### src/rtl/rlebd_pkg.sv
// package for the byte run-length decompressor
// holds the command type passed from front to back and the default constants
`timescale 1ns / 1ps

package rlebd_pkg;

   localparam int unsigned LANES_DEFAULT       = 4;
   localparam int unsigned QUEUE_DEPTH_DEFAULT = 4;
   localparam int unsigned MAX_LANES           = 4;
   localparam logic [7:0]  TAG_RESET           = 8'd48;
   localparam logic [7:0]  RUN_FLAG            = 8'h80;
   localparam logic [7:0]  RUN_BIAS            = 8'd3;
   localparam logic [7:0]  LITERAL_BIAS        = 8'd1;

   typedef struct packed {
      logic [7:0] value;
      logic [7:0] len;
      logic       eos;
      logic       err;
   } cmd_type;

endpackage

### src/rtl/rlebd_front.sv
// front end: header parse, control byte classification, command generation
// depends on rlebd_pkg
`timescale 1ns / 1ps

module rlebd_front (
   input  logic                 clock,
   input  logic                 reset,
   input  logic                 csr_valid,
   input  logic [7:0]           csr_data,
   input  logic                 accept,
   input  logic [7:0]           in_byte,
   input  logic                 stream_start,
   output logic                 push,
   output rlebd_pkg::cmd_type   push_cmd
);

   typedef enum logic [2:0] {
      PH_IDLE,
      PH_HEADER,
      PH_CTRL,
      PH_RUNVAL,
      PH_LITERAL,
      PH_DONE
   } phase_type;

   phase_type   phase_ff, phase_in;
   logic [1:0]  hdr_idx_ff, hdr_idx_in;
   logic [7:0]  hdr_tag_ff, hdr_tag_in;
   logic [15:0] hdr_size_ff, hdr_size_in;
   logic [23:0] remaining_ff, remaining_in;
   logic [7:0]  seg_ff, seg_in;
   logic [7:0]  tag_ff, tag_in;

   logic [23:0] full_size;
   logic [7:0]  raw_len;
   logic [23:0] run_rest;
   logic [23:0] lit_rest;

   assign full_size = {in_byte, hdr_size_ff};
   assign raw_len   = ((in_byte & rlebd_pkg::RUN_FLAG) != 8'd0)
                      ? ({1'b0, in_byte[6:0]} + rlebd_pkg::RUN_BIAS)
                      : ({1'b0, in_byte[6:0]} + rlebd_pkg::LITERAL_BIAS);
   assign run_rest  = remaining_ff - {16'd0, seg_ff};
   assign lit_rest  = remaining_ff - 24'd1;
   assign tag_in    = csr_valid ? csr_data : tag_ff;

   always_comb begin
      phase_in     = phase_ff;
      hdr_idx_in   = hdr_idx_ff;
      hdr_tag_in   = hdr_tag_ff;
      hdr_size_in  = hdr_size_ff;
      remaining_in = remaining_ff;
      seg_in       = seg_ff;
      push         = 1'b0;
      push_cmd     = '0;
      if (accept) begin
         if (stream_start) begin
            hdr_tag_in   = in_byte;
            hdr_idx_in   = 2'd1;
            remaining_in = '0;
            seg_in       = '0;
            phase_in     = PH_HEADER;
         end else begin
            unique case (phase_ff)
               PH_HEADER: begin
                  if (hdr_idx_ff == 2'd3) begin
                     hdr_idx_in = 2'd0;
                     if (hdr_tag_ff != tag_ff) begin
                        push         = 1'b1;
                        push_cmd.eos = 1'b1;
                        push_cmd.err = 1'b1;
                        phase_in     = PH_DONE;
                     end else if (full_size == 24'd0) begin
                        push         = 1'b1;
                        push_cmd.eos = 1'b1;
                        phase_in     = PH_DONE;
                     end else begin
                        remaining_in = full_size;
                        phase_in     = PH_CTRL;
                     end
                  end else begin
                     if (hdr_idx_ff == 2'd1) begin
                        hdr_size_in[7:0] = in_byte;
                     end else begin
                        hdr_size_in[15:8] = in_byte;
                     end
                     hdr_idx_in = hdr_idx_ff + 2'd1;
                  end
               end
               PH_CTRL: begin
                  seg_in   = (remaining_ff < {16'd0, raw_len}) ? remaining_ff[7:0] : raw_len;
                  phase_in = ((in_byte & rlebd_pkg::RUN_FLAG) != 8'd0) ? PH_RUNVAL
                                                                        : PH_LITERAL;
               end
               PH_RUNVAL: begin
                  push           = 1'b1;
                  push_cmd.value = in_byte;
                  push_cmd.len   = seg_ff;
                  push_cmd.eos   = (run_rest == 24'd0);
                  remaining_in   = run_rest;
                  seg_in         = '0;
                  phase_in       = (run_rest == 24'd0) ? PH_DONE : PH_CTRL;
               end
               PH_LITERAL: begin
                  push           = 1'b1;
                  push_cmd.value = in_byte;
                  push_cmd.len   = 8'd1;
                  push_cmd.eos   = (lit_rest == 24'd0);
                  remaining_in   = lit_rest;
                  seg_in         = seg_ff - 8'd1;
                  if (lit_rest == 24'd0) begin
                     phase_in = PH_DONE;
                  end else if (seg_ff == 8'd1) begin
                     phase_in = PH_CTRL;
                  end
               end
               PH_IDLE, PH_DONE: begin
               end
               default: begin
                  phase_in = PH_IDLE;
               end
            endcase
         end
      end
   end

   always_ff @(posedge clock) begin
      if (reset) begin
         phase_ff     <= PH_IDLE;
         hdr_idx_ff   <= '0;
         hdr_tag_ff   <= '0;
         hdr_size_ff  <= '0;
         remaining_ff <= '0;
         seg_ff       <= '0;
         tag_ff       <= rlebd_pkg::TAG_RESET;
      end else begin
         phase_ff     <= phase_in;
         hdr_idx_ff   <= hdr_idx_in;
         hdr_tag_ff   <= hdr_tag_in;
         hdr_size_ff  <= hdr_size_in;
         remaining_ff <= remaining_in;
         seg_ff       <= seg_in;
         tag_ff       <= tag_in;
      end
   end

endmodule

### src/rtl/rlebd_queue.sv
// command queue between front and back ends
// depends on rlebd_pkg
`timescale 1ns / 1ps

module rlebd_queue #(
   parameter int unsigned DEPTH = rlebd_pkg::QUEUE_DEPTH_DEFAULT
) (
   input  logic                 clock,
   input  logic                 reset,
   input  logic                 push,
   input  rlebd_pkg::cmd_type   push_cmd,
   output logic                 full,
   input  logic                 pop,
   output rlebd_pkg::cmd_type   head_cmd,
   output logic                 empty
);

   localparam int unsigned PTR_W = $clog2(DEPTH);
   localparam int unsigned CNT_W = $clog2(DEPTH + 1);
   localparam logic [PTR_W-1:0] LAST_PTR = PTR_W'(DEPTH - 1);
   localparam logic [CNT_W-1:0] FULL_CNT = CNT_W'(DEPTH);

   rlebd_pkg::cmd_type entry_ff [DEPTH];
   logic [PTR_W-1:0]   wr_ptr_ff, wr_ptr_in;
   logic [PTR_W-1:0]   rd_ptr_ff, rd_ptr_in;
   logic [CNT_W-1:0]   count_ff, count_in;
   logic               do_push, do_pop;

   assign full     = (count_ff == FULL_CNT);
   assign empty    = (count_ff == '0);
   assign head_cmd = entry_ff[rd_ptr_ff];
   assign do_push  = push && !full;
   assign do_pop   = pop && !empty;

   always_comb begin
      wr_ptr_in = wr_ptr_ff;
      rd_ptr_in = rd_ptr_ff;
      count_in  = count_ff;
      if (do_push) begin
         wr_ptr_in = (wr_ptr_ff == LAST_PTR) ? '0 : wr_ptr_ff + PTR_W'(1);
      end
      if (do_pop) begin
         rd_ptr_in = (rd_ptr_ff == LAST_PTR) ? '0 : rd_ptr_ff + PTR_W'(1);
      end
      if (do_push && !do_pop) begin
         count_in = count_ff + CNT_W'(1);
      end else if (do_pop && !do_push) begin
         count_in = count_ff - CNT_W'(1);
      end
   end

   always_ff @(posedge clock) begin
      if (do_push) begin
         entry_ff[wr_ptr_ff] <= push_cmd;
      end
   end

   always_ff @(posedge clock) begin
      if (reset) begin
         wr_ptr_ff <= '0;
         rd_ptr_ff <= '0;
         count_ff  <= '0;
      end else begin
         wr_ptr_ff <= wr_ptr_in;
         rd_ptr_ff <= rd_ptr_in;
         count_ff  <= count_in;
      end
   end

endmodule

### src/rtl/rlebd_back.sv
// back end: expands commands into packed result words with an output register
// depends on rlebd_pkg
`timescale 1ns / 1ps

module rlebd_back #(
   parameter int unsigned LANES = rlebd_pkg::LANES_DEFAULT
) (
   input  logic                 clock,
   input  logic                 reset,
   input  rlebd_pkg::cmd_type   head_cmd,
   input  logic                 empty,
   output logic                 pop,
   output logic                 rsp_valid,
   input  logic                 rsp_stall,
   output logic [7:0]           rsp_out_byte0,
   output logic [7:0]           rsp_out_byte1,
   output logic [7:0]           rsp_out_byte2,
   output logic [7:0]           rsp_out_byte3,
   output logic [2:0]           rsp_byte_count,
   output logic                 rsp_end_of_run,
   output logic                 rsp_end_of_stream,
   output logic                 rsp_header_error
);

   localparam int unsigned USED_LANES = (LANES > rlebd_pkg::MAX_LANES) ? rlebd_pkg::MAX_LANES
                                      : ((LANES < 1) ? 1 : LANES);
   localparam logic [7:0] LANES_LEN = 8'(USED_LANES);

   logic       active_ff, active_in;
   logic [7:0] value_ff, value_in;
   logic [7:0] left_ff, left_in;
   logic       eos_ff, eos_in;
   logic       err_ff, err_in;

   logic       rsp_valid_ff, rsp_valid_in;
   logic [7:0] byte_ff [4];
   logic [7:0] byte_in [4];
   logic [2:0] count_ff, count_in;
   logic       eor_ff, eor_in;
   logic       oeos_ff, oeos_in;
   logic       oerr_ff, oerr_in;

   logic       out_free, emit;
   logic [7:0] src_value, src_left, chunk, rest;
   logic       src_eos, src_err;

   assign out_free  = !rsp_valid_ff || !rsp_stall;
   assign emit      = out_free && (active_ff || !empty);
   assign pop       = emit && !active_ff;
   assign src_value = active_ff ? value_ff : head_cmd.value;
   assign src_left  = active_ff ? left_ff : head_cmd.len;
   assign src_eos   = active_ff ? eos_ff : head_cmd.eos;
   assign src_err   = active_ff ? err_ff : head_cmd.err;
   assign chunk     = (src_left > LANES_LEN) ? LANES_LEN : src_left;
   assign rest      = src_left - chunk;

   always_comb begin
      active_in    = active_ff;
      value_in     = value_ff;
      left_in      = left_ff;
      eos_in       = eos_ff;
      err_in       = err_ff;
      rsp_valid_in = rsp_valid_ff;
      count_in     = count_ff;
      eor_in       = eor_ff;
      oeos_in      = oeos_ff;
      oerr_in      = oerr_ff;
      for (int j = 0; j < 4; j++) begin
         byte_in[j] = byte_ff[j];
      end
      if (out_free) begin
         rsp_valid_in = emit;
      end
      if (emit) begin
         active_in = (rest != 8'd0);
         value_in  = src_value;
         left_in   = rest;
         eos_in    = src_eos;
         err_in    = src_err;
         count_in  = chunk[2:0];
         eor_in    = (rest == 8'd0);
         oeos_in   = (rest == 8'd0) && src_eos;
         oerr_in   = src_err;
         for (int j = 0; j < 4; j++) begin
            byte_in[j] = (8'(j) < chunk) ? src_value : 8'd0;
         end
      end
   end

   always_ff @(posedge clock) begin
      value_ff <= value_in;
      left_ff  <= left_in;
      eos_ff   <= eos_in;
      err_ff   <= err_in;
      count_ff <= count_in;
      eor_ff   <= eor_in;
      oeos_ff  <= oeos_in;
      oerr_ff  <= oerr_in;
      for (int j = 0; j < 4; j++) begin
         byte_ff[j] <= byte_in[j];
      end
   end

   always_ff @(posedge clock) begin
      if (reset) begin
         active_ff    <= 1'b0;
         rsp_valid_ff <= 1'b0;
      end else begin
         active_ff    <= active_in;
         rsp_valid_ff <= rsp_valid_in;
      end
   end

   assign rsp_valid         = rsp_valid_ff;
   assign rsp_out_byte0     = byte_ff[0];
   assign rsp_out_byte1     = byte_ff[1];
   assign rsp_out_byte2     = byte_ff[2];
   assign rsp_out_byte3     = byte_ff[3];
   assign rsp_byte_count    = count_ff;
   assign rsp_end_of_run    = eor_ff;
   assign rsp_end_of_stream = oeos_ff;
   assign rsp_header_error  = oerr_ff;

endmodule

### src/rtl/rle_byte_decompressor.sv
// top level of the byte run-length decompressor: front end, command queue, back end
// depends on rlebd_pkg, rlebd_front, rlebd_queue, rlebd_back
//
//   channel   direction  handshake              payload
//   req_      in         req_valid / req_stall  req_in_byte, req_stream_start
//   rsp_      out        rsp_valid / rsp_stall  rsp_out_byte0..3, rsp_byte_count,
//                                               rsp_end_of_run, rsp_end_of_stream,
//                                               rsp_header_error
//   csr_      in         csr_valid / csr_ready  csr_data (expected tag)
//
// header, control and literal bytes are accepted at the input whenever it does not stall
// a run value byte yields ceil(len / lanes) results, one per cycle from the back end while rsp_stall is low
// the input stalls only while the command queue is full
// synchronous reset clears parse state, queue and output valid; tag resets to 48
// csr_ready is always high
`timescale 1ns / 1ps

module rle_byte_decompressor #(
   parameter int unsigned LANES       = rlebd_pkg::LANES_DEFAULT,
   parameter int unsigned QUEUE_DEPTH = rlebd_pkg::QUEUE_DEPTH_DEFAULT
) (
   input  logic        clock,
   input  logic        reset,
   input  logic        req_valid,
   output logic        req_stall,
   input  logic [7:0]  req_in_byte,
   input  logic        req_stream_start,
   output logic        rsp_valid,
   input  logic        rsp_stall,
   output logic [7:0]  rsp_out_byte0,
   output logic [7:0]  rsp_out_byte1,
   output logic [7:0]  rsp_out_byte2,
   output logic [7:0]  rsp_out_byte3,
   output logic [2:0]  rsp_byte_count,
   output logic        rsp_end_of_run,
   output logic        rsp_end_of_stream,
   output logic        rsp_header_error,
   input  logic        csr_valid,
   output logic        csr_ready,
   input  logic [7:0]  csr_data
);

   rlebd_pkg::cmd_type push_cmd, head_cmd;
   logic               push, pop, full, empty, accept;

   assign csr_ready = 1'b1;
   assign req_stall = full;
   assign accept    = req_valid && !full;

   rlebd_front u_front (
      .clock        (clock),
      .reset        (reset),
      .csr_valid    (csr_valid),
      .csr_data     (csr_data),
      .accept       (accept),
      .in_byte      (req_in_byte),
      .stream_start (req_stream_start),
      .push         (push),
      .push_cmd     (push_cmd)
   );

   rlebd_queue #(
      .DEPTH (QUEUE_DEPTH)
   ) u_queue (
      .clock    (clock),
      .reset    (reset),
      .push     (push),
      .push_cmd (push_cmd),
      .full     (full),
      .pop      (pop),
      .head_cmd (head_cmd),
      .empty    (empty)
   );

   rlebd_back #(
      .LANES (LANES)
   ) u_back (
      .clock             (clock),
      .reset             (reset),
      .head_cmd          (head_cmd),
      .empty             (empty),
      .pop               (pop),
      .rsp_valid         (rsp_valid),
      .rsp_stall         (rsp_stall),
      .rsp_out_byte0     (rsp_out_byte0),
      .rsp_out_byte1     (rsp_out_byte1),
      .rsp_out_byte2     (rsp_out_byte2),
      .rsp_out_byte3     (rsp_out_byte3),
      .rsp_byte_count    (rsp_byte_count),
      .rsp_end_of_run    (rsp_end_of_run),
      .rsp_end_of_stream (rsp_end_of_stream),
      .rsp_header_error  (rsp_header_error)
   );

endmodule

### config.mk
export PLATFORM = sky130hd
export DESIGN_NAME = rle_byte_decompressor
export DESIGN_NICKNAME = d
export VERILOG_FILES = /design/src/rtl/rlebd_pkg.sv /design/src/rtl/rlebd_front.sv /design/src/rtl/rlebd_queue.sv /design/src/rtl/rlebd_back.sv /design/src/rtl/rle_byte_decompressor.sv
export SDC_FILE = /design/constraint.sdc
export NUM_CORES = 1
export LEC_CHECK = 0
export ABC_AREA = 0
export BUFFER_PORTS_ARGS = -buffer_cell sky130_fd_sc_hd__buf_4
export CAP_MARGIN = 10
export CORE_UTILIZATION = 45
export CTS_CLUSTER_SIZE = 24
export DETAILED_ROUTE_END_ITERATION = 16
export SYNTH_ARGS = -nofsm -noshare
export SYNTH_HDL_FRONTEND = slang
export SYNTH_SLANG_ARGS = --single-unit
export TNS_END_PERCENT = 1
### constraint.sdc
create_clock -name clock -period 6 [get_ports clock]
set_input_delay 1.2 -clock clock [delete_from_list [all_inputs] [get_ports clock]]
set_output_delay 1.2 -clock clock [all_outputs]
set_load 0.03 [all_outputs]
* Word-level counts from Yosys, hierarchy flattened *
Memory sizes are Yosys's and may differ from the RTL's. A register that Yosys moved wholly into a read port is not among the register bits.
Index checks and enable logic that the tools add are counted.

word-level totals
  latch bits = 0
  output and inout port bits = 41
  memory bits (writable) = 104
  logic and storage cells = 149
  bits in read-only memories = 0
  memories kept = 2
  register bits = 101
  bits of input ports = 22

operators by class
  divide/modulo/power cells = 0
  mux-type cells = 51
  add/sub/neg operators = 11
  $lt $le $gt $ge = 6
  bitwise gates (word level) = 4
  shifts and indexed selects = 0
  equality and inequality tests = 17
  multiply operators = 0
  reductions and logical operators = 38

memories
  memory            depth  bits a word  rd ports  clocked after memory_dff  wr ports  RTL line           source
  u_queue.entry_ff  4      18           1         1                         1         rlebd_queue.sv:23  rlebd_pkg::cmd_type entry_ff [DEPTH];
  u_back.byte_ff    4      8            4         0                         4         rlebd_back.sv:36   logic [7:0] byte_ff [4];

operator list
  kind                                                            count
  2-to-1 mux 24 bit                                               4
  2-to-1 mux 8 bit                                                10
  logical NOT 24 bit                                              3
  case mux 24 bit (3 select lines)                                1
  2-to-1 mux 18 bit                                               2
  2-to-1 mux 32 bit                                               1
  case mux 16 bit (2 select lines)                                1
  2-to-1 mux 3 bit                                                10
  < comparator 24 x 8 -> 1 bit                                    1
  case mux 8 bit (3 select lines)                                 1
  subtractor 24 x 1 -> 24 bit (second input constant)             1
  subtractor 24 x 8 -> 24 bit                                     1
  < comparator 1 x 8 -> 1 bit (first input constant)              2
  < comparator 2 x 8 -> 1 bit (first input constant)              2
  2-to-1 mux 2 bit                                                8
  case mux 3 bit (5 select lines)                                 1
  AND reduction 5 bit                                             3
  2-to-1 mux 1 bit                                                10
  equality test 3 bit (second input constant)                     3
  adder 7 x 1 -> 8 bit (second input constant)                    1
  adder 7 x 2 -> 8 bit (second input constant)                    1
  equality test 8 x 1 -> 1 bit (second input constant)            1
  greater-than comparator 8 x 3 -> 1 bit (second input constant)  1
  logical AND 1 bit                                               8
  other kinds (27)                                                50

* Longest topological paths before layout *
Gate-level depths: netlist of run 1.

  word-level depth = 12
  mapped depth = 15
  depth with buffers taken out = 14

* Hierarchy *
Synthesis of run 1 repeated with hierarchy kept, for this count alone.

unflattened totals
  cell total of the unflattened synthesis = 1071
  area total of the unflattened synthesis = 11005.6 um^2

modules (own cells, without submodules)
  module                 cells each  instances  area an instance (um^2)  sequential area each (um^2)
  rlebd_front            737         1          5367.6                   1381.3
  rlebd_queue            144         1          3099.2                   2342.2
  rlebd_back             187         1          2513.7                   1691.6
  rle_byte_decompressor  3           1          25.0                     0.0

* Worst setup path before layout of run 1 *
Ideal clock, no wire load.

  path kind = input port to flip-flop
  start point = in req_in_byte[1]
  end point = reg u_front.seg_ff[6]
  data arrival time = 3.668 ns
  required time = 5.915 ns
  buffers on the path = 0
  cell stages on the path = 14
  setup slack = 2.247 ns
  setup time = 0.085 ns
  cell sequence = ha_1 > a21o_1 > nand2_1 > inv_1 > and3_1 > xnor2_1 > ha_1 > a21oi_1 > nor2b_1 > o21ai_0 > nand3_1 > nor3_4 > mux2_2 > o221ai_1

on the way
  longest elaborated chain between the ends = 6
  elaborated cells on any way between the ends = 7
  those cells by class = add/sub (2); order compare (1); mux (4)

ends and longest elaborated chain
  item                                                          RTL line                              source
  from (decl)                                                   rle_byte_decompressor.sv:26           input logic [7:0] req_in_byte,
  adder 7 x 1 -> 8 bit or adder 7 x 2 -> 8 bit (tied branches)  rlebd_front.sv:42, rlebd_front.sv:41
  2-to-1 mux 8 bit (*)                                          rlebd_front.sv:41                     ? ({1'b0, in_byte[6:0]} + rlebd_pkg::RUN_BIAS)
  < comparator 24 x 8 -> 1 bit                                  rlebd_front.sv:91                     seg_in = (remaining_ff < {16'd0, raw_len}) ? remaining_ff[7:0] : raw_len;
  2-to-1 mux 8 bit (*)                                          rlebd_front.sv:91
  case mux 8 bit (3 select lines) (*)                           rlebd_front.sv:64                     unique case (phase_ff)
  2-to-1 mux 8 bit (*)                                          rlebd_front.sv:57                     if (stream_start) begin
  to (signal assigned)                                          rlebd_front.sv:142                    seg_ff <= seg_in;
  to (decl)                                                     rlebd_front.sv:31                     logic [7:0] seg_ff, seg_in;

Every way passes the cells marked *; elsewhere a longest branch is shown, timed or not.
A chain may end at the register's enable or synchronous reset.

==> results of run 1 <==
kinds of logic (layout without fill, tap and decap cells):
kind of cell	after synthesis	count (layout)	synth area share, %
AO/OA/AOI/OAI	210	210	13.2
flip-flops	207	207	50.1
adder cells (fa/ha/maj)	32	32	3.91
multiplexers	70	70	8.53
other	1	2	0.0347
AND/OR/NAND/NOR	377	377	17.2
buffers and inverters	106	156	4.00
XOR/XNOR	38	38	3.08
metrics by stage:
stage	setup WS (ns)	area (µm²)	cells	power (mW)	hold slack, ns
floorplan	2.25	10800	1042	3.06	0.449
global placement	1.80	11500	1371	3.47	0.457
detailed placement	1.72	11500	1371	3.48	0.464
CTS	2.24	12300	1411	4.90	0.472
global route	1.99	12300	1411	5.11	0.497
finish	2.17	12300	1411	4.86	0.470
per-layer routing:
layer	global-route usage [%]	vias to the layer above
met5	0	-
met1	29.9	3881
met3	2.29	58
li1	-	3934
met4	7.81	0
met2	37.4	289
critical path: cells and delay by family (launching register included):
family,cells,cell delay (ns)
compound gates,4,1.64
simple gates,3,0.73
fa+ha+maj,2,0.65
flops,1,0.46
buf+inv,1,0.15
area by class of cell:
class / instances / share of cell area, %
timing repair buffer: 70 / 4.29
inverter: 46 / 1.43
sequential: 207 / 44.2
clock buffer: 30 / 5.15
tap: 319 / 3.26
multi-input combinational: 729 / 40.6
clock inverter: 10 / 1.11
registers in the layout (all words and copies together), names as in the netlist, 16 cells and up, named ones only:
name and flops:
u_queue.entry_ff 72, u_front.remaining_ff 24, u_back.byte_ff 32, u_front.hdr_size_ff 16
power groups by stage:
stage	clock (mW)	sequential, mW	combinational (mW)
after global placement	0	2.02	1.44
final	1.42	1.99	1.45
after floorplan	0	2.25	0.803
after detailed placement	0	2.02	1.46
after CTS	1.45	2.00	1.46
after global routing	1.50	2.02	1.59
placed cells by master (no fill, tap or decap), types with 9 or more instances in the layout:
| cell | n |
|---|---|
| nand2_1 | 58 |
| nand3_1 | 34 |
| mux4_2 | 16 |
| nor4_1 | 19 |
| nand2b_1 | 9 |
| mux2i_1 | 46 |
| a22oi_1 | 15 |
| and2_1 | 9 |
| ha_1 | 29 |
| dfxtp_1 | 80 |
| a211oi_1 | 9 |
| clkbuf_16 | 22 |
| buf_4 | 70 |
| nor3_1 | 37 |
| nor2_1 | 142 |
| a21oi_1 | 65 |
| inv_1 | 43 |
| xor2_1 | 15 |
| and3_1 | 16 |
| o221ai_1 | 9 |
| edfxtp_1 | 127 |
| o21ai_0 | 33 |
| or3_1 | 9 |
| xnor2_1 | 23 |
| nand4_1 | 9 |
how the worst min path moves through the flow:
stage	end	slack [ns]	depth (start not counted)
after detailed placement	u_front.hdr_tag_ff[1]	0.46	2
after floorplan	u_front.hdr_tag_ff[0]	0.45	2
after global routing	u_front.hdr_tag_ff[1]	0.50	2
after global placement	u_front.hdr_tag_ff[6]	0.46	2
final	u_front.hdr_tag_ff[3]	0.47	2
after CTS	u_front.hdr_tag_ff[6]	0.47	2
==> flow_summary.json, run 1 <==
{
  "status": "finished clean",
  "comb_power_share_pct": 29.8,
  "worstSetupStartpointType": "flip-flop",
  "mappedNetlistArea_um2": 10800,
  "cts.sinks": 207,
  "ys_ff_latch": 207,
  "yosysWarnings": 0,
  "peakVddDrop_v": 0.000225,
  "clkTransAtPathRegs_ns": 0.07,
  "r2r_end": "u_queue.entry_ff[1][1]",
  "routed_wl_um": 27100,
  "fmax_mhz": 261,
  "postSynthCellCount": 1041,
  "finalSetupViolations": 0,
  "drt-initial-drc-count": 567,
  "slew_violations": 0,
  "maxCapViolCount": 0,
  "numCtsBuffers": 22,
  "drive_gt1_share_pct": 14.3,
  "routed.top_layer": "met4",
  "synth_common_cells": "nor2_1 (142), edfxtp_1 (127), dfxtp_1 (80)",
  "fin_crit_sh_pct": 63.8,
  "endpoint_kind": "flip-flop",
  "synth_area_per_cell_um2": 10.4,
  "grt_max_degree": 72,
  "r2r_start": "u_front.remaining_ff[0]",
  "rrSetupSlack_ns": 2.17,
  "reg2regPathDepth": 10,
  "dr_wl_met2_um": 12900,
  "grt_usage_pct": 22.2,
  "crit_chain": "inv_1 > ha_1 > fa_1 > nor2b_1 > o2111ai_1 > a21oi_1 > nor4_1 > or4_4 > a2111oi_4 > o21a_1",
  "seqCellArea_um2": 5420,
  "clockBufferDepth": 3,
  "rsz0062_at_grt": "false",
  "ys_seq_area_share_pct": 50.1,
  "initial_core_util_pct": 45.9,
  "critical_path.startpoint": "u_front.remaining_ff[0]",
  "crit_slowest_cell": "a21oi_1",
  "synth_edf_count": 127,
  "ys_types": 81,
  "multi_input_area_um2": 4970,
  "gp_congestion": 0.934,
  "fin_util_pct": 52.0,
  "cp.required_ns": 6.33,
  "grt_pass1_vias": 7515,
  "min_path_type": "flip-flop to flip-flop",
  "p_int_mw": 3.26,
  "ioPinCount": 63,
  "fin_worst_skew_ns": 0.0238,
  "pwr-share-seq_pct": 41.0,
  "yosys-top-cells-area": "edfxtp_1 (35%), dfxtp_1 (15%), nor2_1 (4.9%)",
  "worst_pin_slew_ns": 1.09,
  "antenna_found_initial": 0,
  "critical_path_arrival_ns": 4.16,
  "cts-root-buf": "clkbuf_16",
  "period_minus_slack_ns": 3.83,
  "via_count": 8162,
  "dp_hpwl_um": 18800,
  "critPathMaxFanout": 7,
  "total_leakage_power_nw": 4.66,
  "nFillCells": 2141,
  "synthFlopType": "edfxtp_1",
  "cts_setup_buffers": 0,
  "clkPwrFrac_pct": 29.2,
  "maxSlewHeadroom_pct": 27.4,
  "io_buffers": 61,
  "wl_met1_um": 11900,
  "syn_to_final_growth_pct": 13.3,
  "clock_latency_ns": 0.53,
  "ant_nets": 0,
  "sw_frac_of_total_pct": 33.0,
  "crit_path_max_incr_delay_ns": 0.57,
  "p_sw_mw": 1.61,
  "viasPerCell": 5.78,
  "hold_start": "u_front.hdr_tag_ff[3]",
  "row_count": 56,
  "synth_top_area_share_pct": 35.3,
  "nets": 1130,
  "grt-ovfl-total": 0,
  "powerDensity_nw_per_um2": 397,
  "tns_ns": 0,
  "wl_per_cell_um": 19.2,
  "hold_viol": 0,
  "core_area_um2": 23500,
  "cts_hold_buf": 0,
  "die_w_um": 157,
  "synth_top_area_cell": "edfxtp_1",
  "crit_path_end": "u_queue.entry_ff[1][1]",
  "crit_type": "flip-flop to flip-flop",
  "diodes": 0,
  "die_h_um": 157,
  "grt_pass1_wl_um": 42600,
  "htreeDepth": 1,
  "cts_resized": 0,
  "drc_errors": 0,
  "die-area_um2": 24700,
  "dr.pass1.iters": 7,
  "synth_most_common_cell": "nor2_1",
  "cts_tree": "yes",
  "synthArstFlopShare_pct": 0,
  "wl_met3_um": 1420
}
(Power assumes the default switching activity.)
==> run 2, diff against run 1 <==
==> constraint.sdc (replaced) <==
create_clock -name clock -period 3.8 [get_ports clock]
set_input_delay 0.76 -clock clock [delete_from_list [all_inputs] [get_ports clock]]
set_output_delay 0.76 -clock clock [all_outputs]
set_load 0.03 [all_outputs]
==> run 2 against run 1 <==
Net effect:
- first-iteration DRC count up 17%
- clock skew decreased by 0.0089 ns
- count of clock-buffer cells in the layout is 3 lower
- sequential cell count stayed put
- core utilization rose by 0.73 points
- fmax up 8.1%
- non-clock buffer count increased by 22
- sequential share of layout area shrank 0.61 points
- critical path depth shrank 1
- combinational power grew 62%
- critical path type unchanged
==> flow_summary.json, run 2 (synthesis gave the netlist of run 1 again) <==
{
  "syn_to_final_growth_pct": 14.9,
  "die_w_um": 157,
  "drive_gt1_share_pct": 16.1,
  "reg2regPathDepth": 9,
  "r2r_end": "u_queue.entry_ff[3][1]",
  "slew_violations": 0,
  "clock_latency_ns": 0.53,
  "crit_buf_inv": 0,
  "endpoint_kind": "flip-flop",
  "hold_viol": 0,
  "finalPower_mw": 7.74,
  "min_path_type": "primary input to flip-flop",
  "peakVddDrop_v": 0.000442,
  "multi_input_area_um2": 4970,
  "cp.required_ns": 4.15,
  "antenna_found_initial": 0,
  "met1_usage_pct": 29.6,
  "crit_path_max_incr_delay_ns": 0.56,
  "clkTransAtPathRegs_ns": 0.06,
  "seqCellArea_um2": 5420,
  "die-area_um2": 24700,
  "row_count": 56,
  "dp.cells": 1393,
  "ant_nets": 0,
  "hold_depth": 3,
  "cts_hold_buf": 0,
  "grtUsageMet2_pct": 37.5,
  "nets": 1153,
  "finalSetupViolations": 0,
  "cts_setup_buffers": 0,
  "nFillCells": 2155,
  "maxCapViolCount": 0,
  "tns_ns": 0,
  "routed_wl_um": 27800,
  "hold_start": "csr_data[4]",
  "grt_util_met3_pct": 2.92,
  "cts-root-buf": "clkbuf_16",
  "fin_worst_skew_ns": 0.0149,
  "worst_pin_slew_ns": 1.10,
  "cts.sinks": 207,
  "critical_path_arrival_ns": 3.90,
  "fmax_mhz": 282,
  "crit_chain": "ha_1 > fa_1 > nor2b_1 > o2111ai_1 > a21oi_1 > nor4_1 > or4_4 > a2111oi_4 > o21a_1",
  "largest_register_ff_count": 72,
  "htreeDepth": 1,
  "maxSlewHeadroom_pct": 26.3,
  "die_h_um": 157,
  "critical_path.top_delay_family": "compound AO/OA/AOI/OAI gates",
  "grt_pass1_wl_um": 43200,
  "grt_usage_pct": 22.6,
  "stdcell_area_um2": 12400,
  "layout_common_cells": "nor2_1 (142), edfxtp_1 (127), buf_4 (92)",
  "fin_cells": 1435,
  "cts_resized": 0,
  "period_minus_slack_ns": 3.54,
  "wl_per_cell_um": 19.4,
  "numCtsBuffers": 23,
  "reg.largest.list": "u_queue.entry_ff (72), u_back.byte_ff (32), u_front.remaining_ff (24)",
  "placed_area_um2": 11700,
  "fin_hold_ws_ns": 0.459,
  "dr.pass1.iters": 7,
  "io_buffers": 61,
  "drc_errors": 0,
  "via_count": 8382,
  "drt-initial-drc-count": 666,
  "ioPinCount": 63,
  "rsz0062_at_grt": "false",
  "dp_hpwl_um": 19600,
  "r2r_start": "u_front.seg_ff[0]",
  "crit_slowest_cell": "a2111oi_4",
  "grt_max_degree": 72,
  "final_common_cell": "nor2_1",
  "top_register": "u_queue.entry_ff",
  "viasPerCell": 5.84,
  "core_area_um2": 23500,
  "grt-ovfl-total": 0,
  "total_leakage_power_nw": 4.78,
  "rrSetupSlack_ns": 0.26,
  "worstSetupStartpointType": "flip-flop",
  "status": "finished clean",
  "crit_type": "flip-flop to flip-flop",
  "grt_busiest_layer": "met2",
  "hold_end": "u_front.tag_ff[4]",
  "fin_crit_sh_pct": 93.2,
  "cts_tree": "yes",
  "gp_congestion": 0.926,
  "clockBufferDepth": 3,
  "diodes": 0,
  "initial_core_util_pct": 45.9,
  "powerDensity_nw_per_um2": 623,
  "grt_pass1_vias": 7839,
  "critPathMaxFanout": 8
}
==> run 2: cell types whose count changed in the layout (fill, tap and decap cells not counted), sizes merged <==
cell / change
clkinv: +3
inv: +1
buf: +22
clkbuf: -3
clkinvlp: +1
==> run 2: area by class of cell <==
class | instances | share of cell area [%]
multi-input combinational | 729 | 40.0
clock buffer | 27 | 4.91
sequential | 207 | 43.6
timing repair buffer | 92 | 5.56
tap | 319 | 3.21
clock inverter | 15 | 1.31
inverter | 46 | 1.41
==> run 2: how the worst max path moves through the flow <==
stage,slack (ns),end,depth (start not counted),startpoint
2_1_floorplan,0.49,u_front.seg_ff[6],14,req_in_byte[1]
3_3_place_gp,0.25,u_front.seg_ff[5],16,req_in_byte[7]
3_5_place_dp,0.19,u_front.seg_ff[6],16,req_in_byte[7]
4_1_cts,0.36,u_queue.entry_ff[3][1],9,u_front.seg_ff[2]
5_1_grt,0.15,u_back.rsp_end_of_stream,15,flip-flop
6_report,0.26,u_queue.entry_ff[3][1],9,u_front.seg_ff[0]
==> run 2: metal layers <==
metal  share of wire, %  vias to the layer above
li1                   -                     3983
met1                 44                     4021
met2                 47                      308
met3                5.1                       70
met4                4.3                        0
met5                  0                        -
==> run 2: through the flow <==
stage	worst slack, ns	util [%]
6_report	0.258	52.8
5_1_grt	0.146	52.8
4_1_cts	0.357	52.8
3_5_place_dp	0.190	49.5
3_3_place_gp	0.251	49.5
2_1_floorplan	0.487	-
==> run 2: power by group <==
part           switching [mW]  internal, mW  leakage, nW  total (mW)
sequential              0.186          2.95         1.93        3.14
clock                   0.896          1.36        0.382        2.25
combinational            1.50         0.847         2.47        2.35
total                    2.58          5.16         4.78        7.74
==> run 2: tightest hold or removal path: cells and delay by family <==
kind / cells / cell delay (ns)
buffers and inverters: 1 / 0.07
and+or+nand+nor: 1 / 0.06
muxes: 1 / 0.05
==> run 3, diff against run 2 <==
==> constraint.sdc (replaced) <==
create_clock -name clock -period 3.9 [get_ports clock]
set_input_delay 0.78 -clock clock [delete_from_list [all_inputs] [get_ports clock]]
set_output_delay 0.78 -clock clock [all_outputs]
set_load 0.03 [all_outputs]
==> run 3 against run 2 <==
Net effect:
- combinational power down 3%
- via count down 1.1%
- cell area down 1.1%
- highest routed layer unchanged
- non-clock buffer count down 2
- count of clock-buffer cells in the layout down 2
- sequential cell count unchanged
- sequential power down 3%
- sequential share of layout area up 0.47 points
- critical path type unchanged
- final cell count down 0.35%
- critical endpoint is now u_queue.entry_ff[1][1]
==> flow_summary.json, run 3 (synthesis gave the netlist of run 1 again) <==
{
  "status": "finished clean",
  "rsz0062_at_grt": "false",
  "maxCapViolCount": 0,
  "io_buffers": 61,
  "crit_slowest_cell": "a2111oi_4",
  "reg.largest.list": "u_queue.entry_ff (72), u_back.byte_ff (32), u_front.remaining_ff (24)",
  "layout_common_cells": "nor2_1 (142), edfxtp_1 (127), buf_4 (90)",
  "clockBufferDepth": 3,
  "critical_path.top_delay_family": "compound AO/OA/AOI/OAI gates",
  "p_int_mw": 4.76,
  "wl_per_cell_um": 19.5,
  "grt_max_degree": 68,
  "p_sw_mw": 2.49,
  "sw_frac_of_total_pct": 34.3,
  "maxSlewHeadroom_pct": 28.9,
  "ant_nets": 0,
  "min_path_type": "flip-flop to flip-flop",
  "diodes": 0,
  "final_common_cell": "nor2_1",
  "clock_latency_ns": 0.51,
  "cts_setup_buffers": 0,
  "powerDensity_nw_per_um2": 590,
  "nets": 1150,
  "total_leakage_power_nw": 4.72,
  "seqCellArea_um2": 5420,
  "syn_to_final_growth_pct": 13.6,
  "crit_buf_inv": 1,
  "period_minus_slack_ns": 3.63,
  "hold_start": "u_front.hdr_tag_ff[2]",
  "fin_worst_skew_ns": 0.00903,
  "comb_power_share_pct": 31.6,
  "die_h_um": 157,
  "drt-initial-drc-count": 561,
  "finalPower_mw": 7.25,
  "largest_register_ff_count": 72,
  "critical_path.startpoint": "u_front.remaining_ff[0]",
  "cts_tree": "yes",
  "slew_violations": 0,
  "die-area_um2": 24700,
  "viasPerCell": 5.80,
  "cp.required_ns": 4.25,
  "pwr-share-seq_pct": 42.1,
  "clkPwrFrac_pct": 26.3,
  "dr.pass1.iters": 5,
  "worstSetupStartpointType": "flip-flop",
  "r2r_start": "u_front.remaining_ff[0]",
  "cts-root-buf": "clkbuf_16",
  "grt_pass1_vias": 7766,
  "drive_gt1_share_pct": 16.0,
  "crit_chain": "inv_1 > ha_1 > fa_1 > nor2b_1 > o2111ai_1 > a21oi_1 > nor4_1 > or4_4 > a2111oi_4 > o21a_1",
  "top_register": "u_queue.entry_ff",
  "fin_hold_ws_ns": 0.469,
  "multi_input_area_um2": 4970,
  "fmax_mhz": 276,
  "initial_core_util_pct": 45.9,
  "fin_cells": 1430,
  "routed_wl_um": 28000,
  "cts.sinks": 207,
  "core_area_um2": 23500,
  "dp_hpwl_um": 19700,
  "via_count": 8291,
  "cts_hold_buf": 0,
  "gp_congestion": 0.903,
  "numCtsBuffers": 22,
  "drc_errors": 0,
  "grt-ovfl-total": 0,
  "peakVddDrop_v": 0.000410,
  "htreeDepth": 1,
  "die_w_um": 157,
  "tns_ns": 0,
  "finalSetupViolations": 0,
  "nFillCells": 2179,
  "cts_resized": 0,
  "row_count": 56,
  "fin_crit_sh_pct": 93.1,
  "grt_pass1_wl_um": 43600,
  "endpoint_kind": "flip-flop",
  "crit_path_max_incr_delay_ns": 0.53,
  "antenna_found_initial": 0,
  "crit_type": "flip-flop to flip-flop",
  "dp.cells": 1391,
  "hold_viol": 0,
  "critical_path_arrival_ns": 3.98,
  "worst_pin_slew_ns": 1.07,
  "grt_usage_pct": 22.8,
  "critPathMaxFanout": 7,
  "clkTransAtPathRegs_ns": 0.06,
  "ioPinCount": 63
}
[run 3: cell count changes in the layout (fill, tap and decap cells not counted)]
| cell | delta |
|---|---|
| buf_4 | -2 |
| bufinv_16 | -3 |
| clkbuf_1 | -1 |
| clkbuf_16 | -1 |
| clkbuf_2 | +1 |
| clkbuf_8 | -1 |
| clkinv_1 | -2 |
| clkinv_2 | +4 |
| clkinv_8 | +1 |
| inv_16 | -1 |
[run 3: worst paths after layout]
check                            to  slack, ns  cells after the start
max          u_queue.entry_ff[1][1]       0.27                     10
min           u_front.hdr_tag_ff[2]       0.47                      2
max reg2reg  u_queue.entry_ff[1][1]       0.27                     10
min reg2reg   u_front.hdr_tag_ff[2]       0.47                      2
[run 3: power by group through the flow]
stage	Sequential (mW)	Clock (mW)	Combinational, mW
global route	3.10	2.03	2.48
floorplan	3.47	0	1.24
finish	3.05	1.91	2.29
detailed placement	3.10	0	2.31
global placement	3.10	0	2.29
CTS	3.06	1.95	2.32
[run 3: final cells by class]
class / count / area share [%]
clock buffers: 25 / 4.66
flip-flops and latches: 207 / 44.1
repair buffers: 90 / 5.50
clock inverters: 14 / 0.662
well taps: 319 / 3.25
inverters: 46 / 1.43
multi-input cells: 729 / 40.4
[run 3: metrics by stage]
| step | util [%] | cell area [µm²] | setup WS (ns) |
|---|---|---|---|
| after floorplan | - | 10800 | 0.567 |
| after global placement | 49.4 | 11600 | 0.205 |
| after detailed placement | 49.4 | 11600 | 0.151 |
| after CTS | 52.2 | 12300 | 0.367 |
| after global routing | 52.2 | 12300 | 0.128 |
| final | 52.2 | 12300 | 0.271 |
[run 3: metal layers]
| metal | GRT usage (%) | vias up | share of wire (%) |
|---|---|---|---|
| met2 | 37.7 | 293 | 47 |
| met1 | 30.1 | 3965 | 44 |
| met3 | 2.92 | 59 | 5.3 |
| met4 | 10.1 | 0 | 3.9 |
| li1 | - | 3974 | - |
| met5 | 0 | - | 0 |
[run 3: worst register-to-register path: stages (launching register included)]
cell       delay [ns]
dfxtp_1          0.46
inv_1            0.14
ha_1             0.22
fa_1             0.41
nor2b_1          0.17
o2111ai_1        0.23
a21oi_1          0.48
nor4_1           0.10
or4_4            0.46
a2111oi_4        0.53
o21a_1           0.27
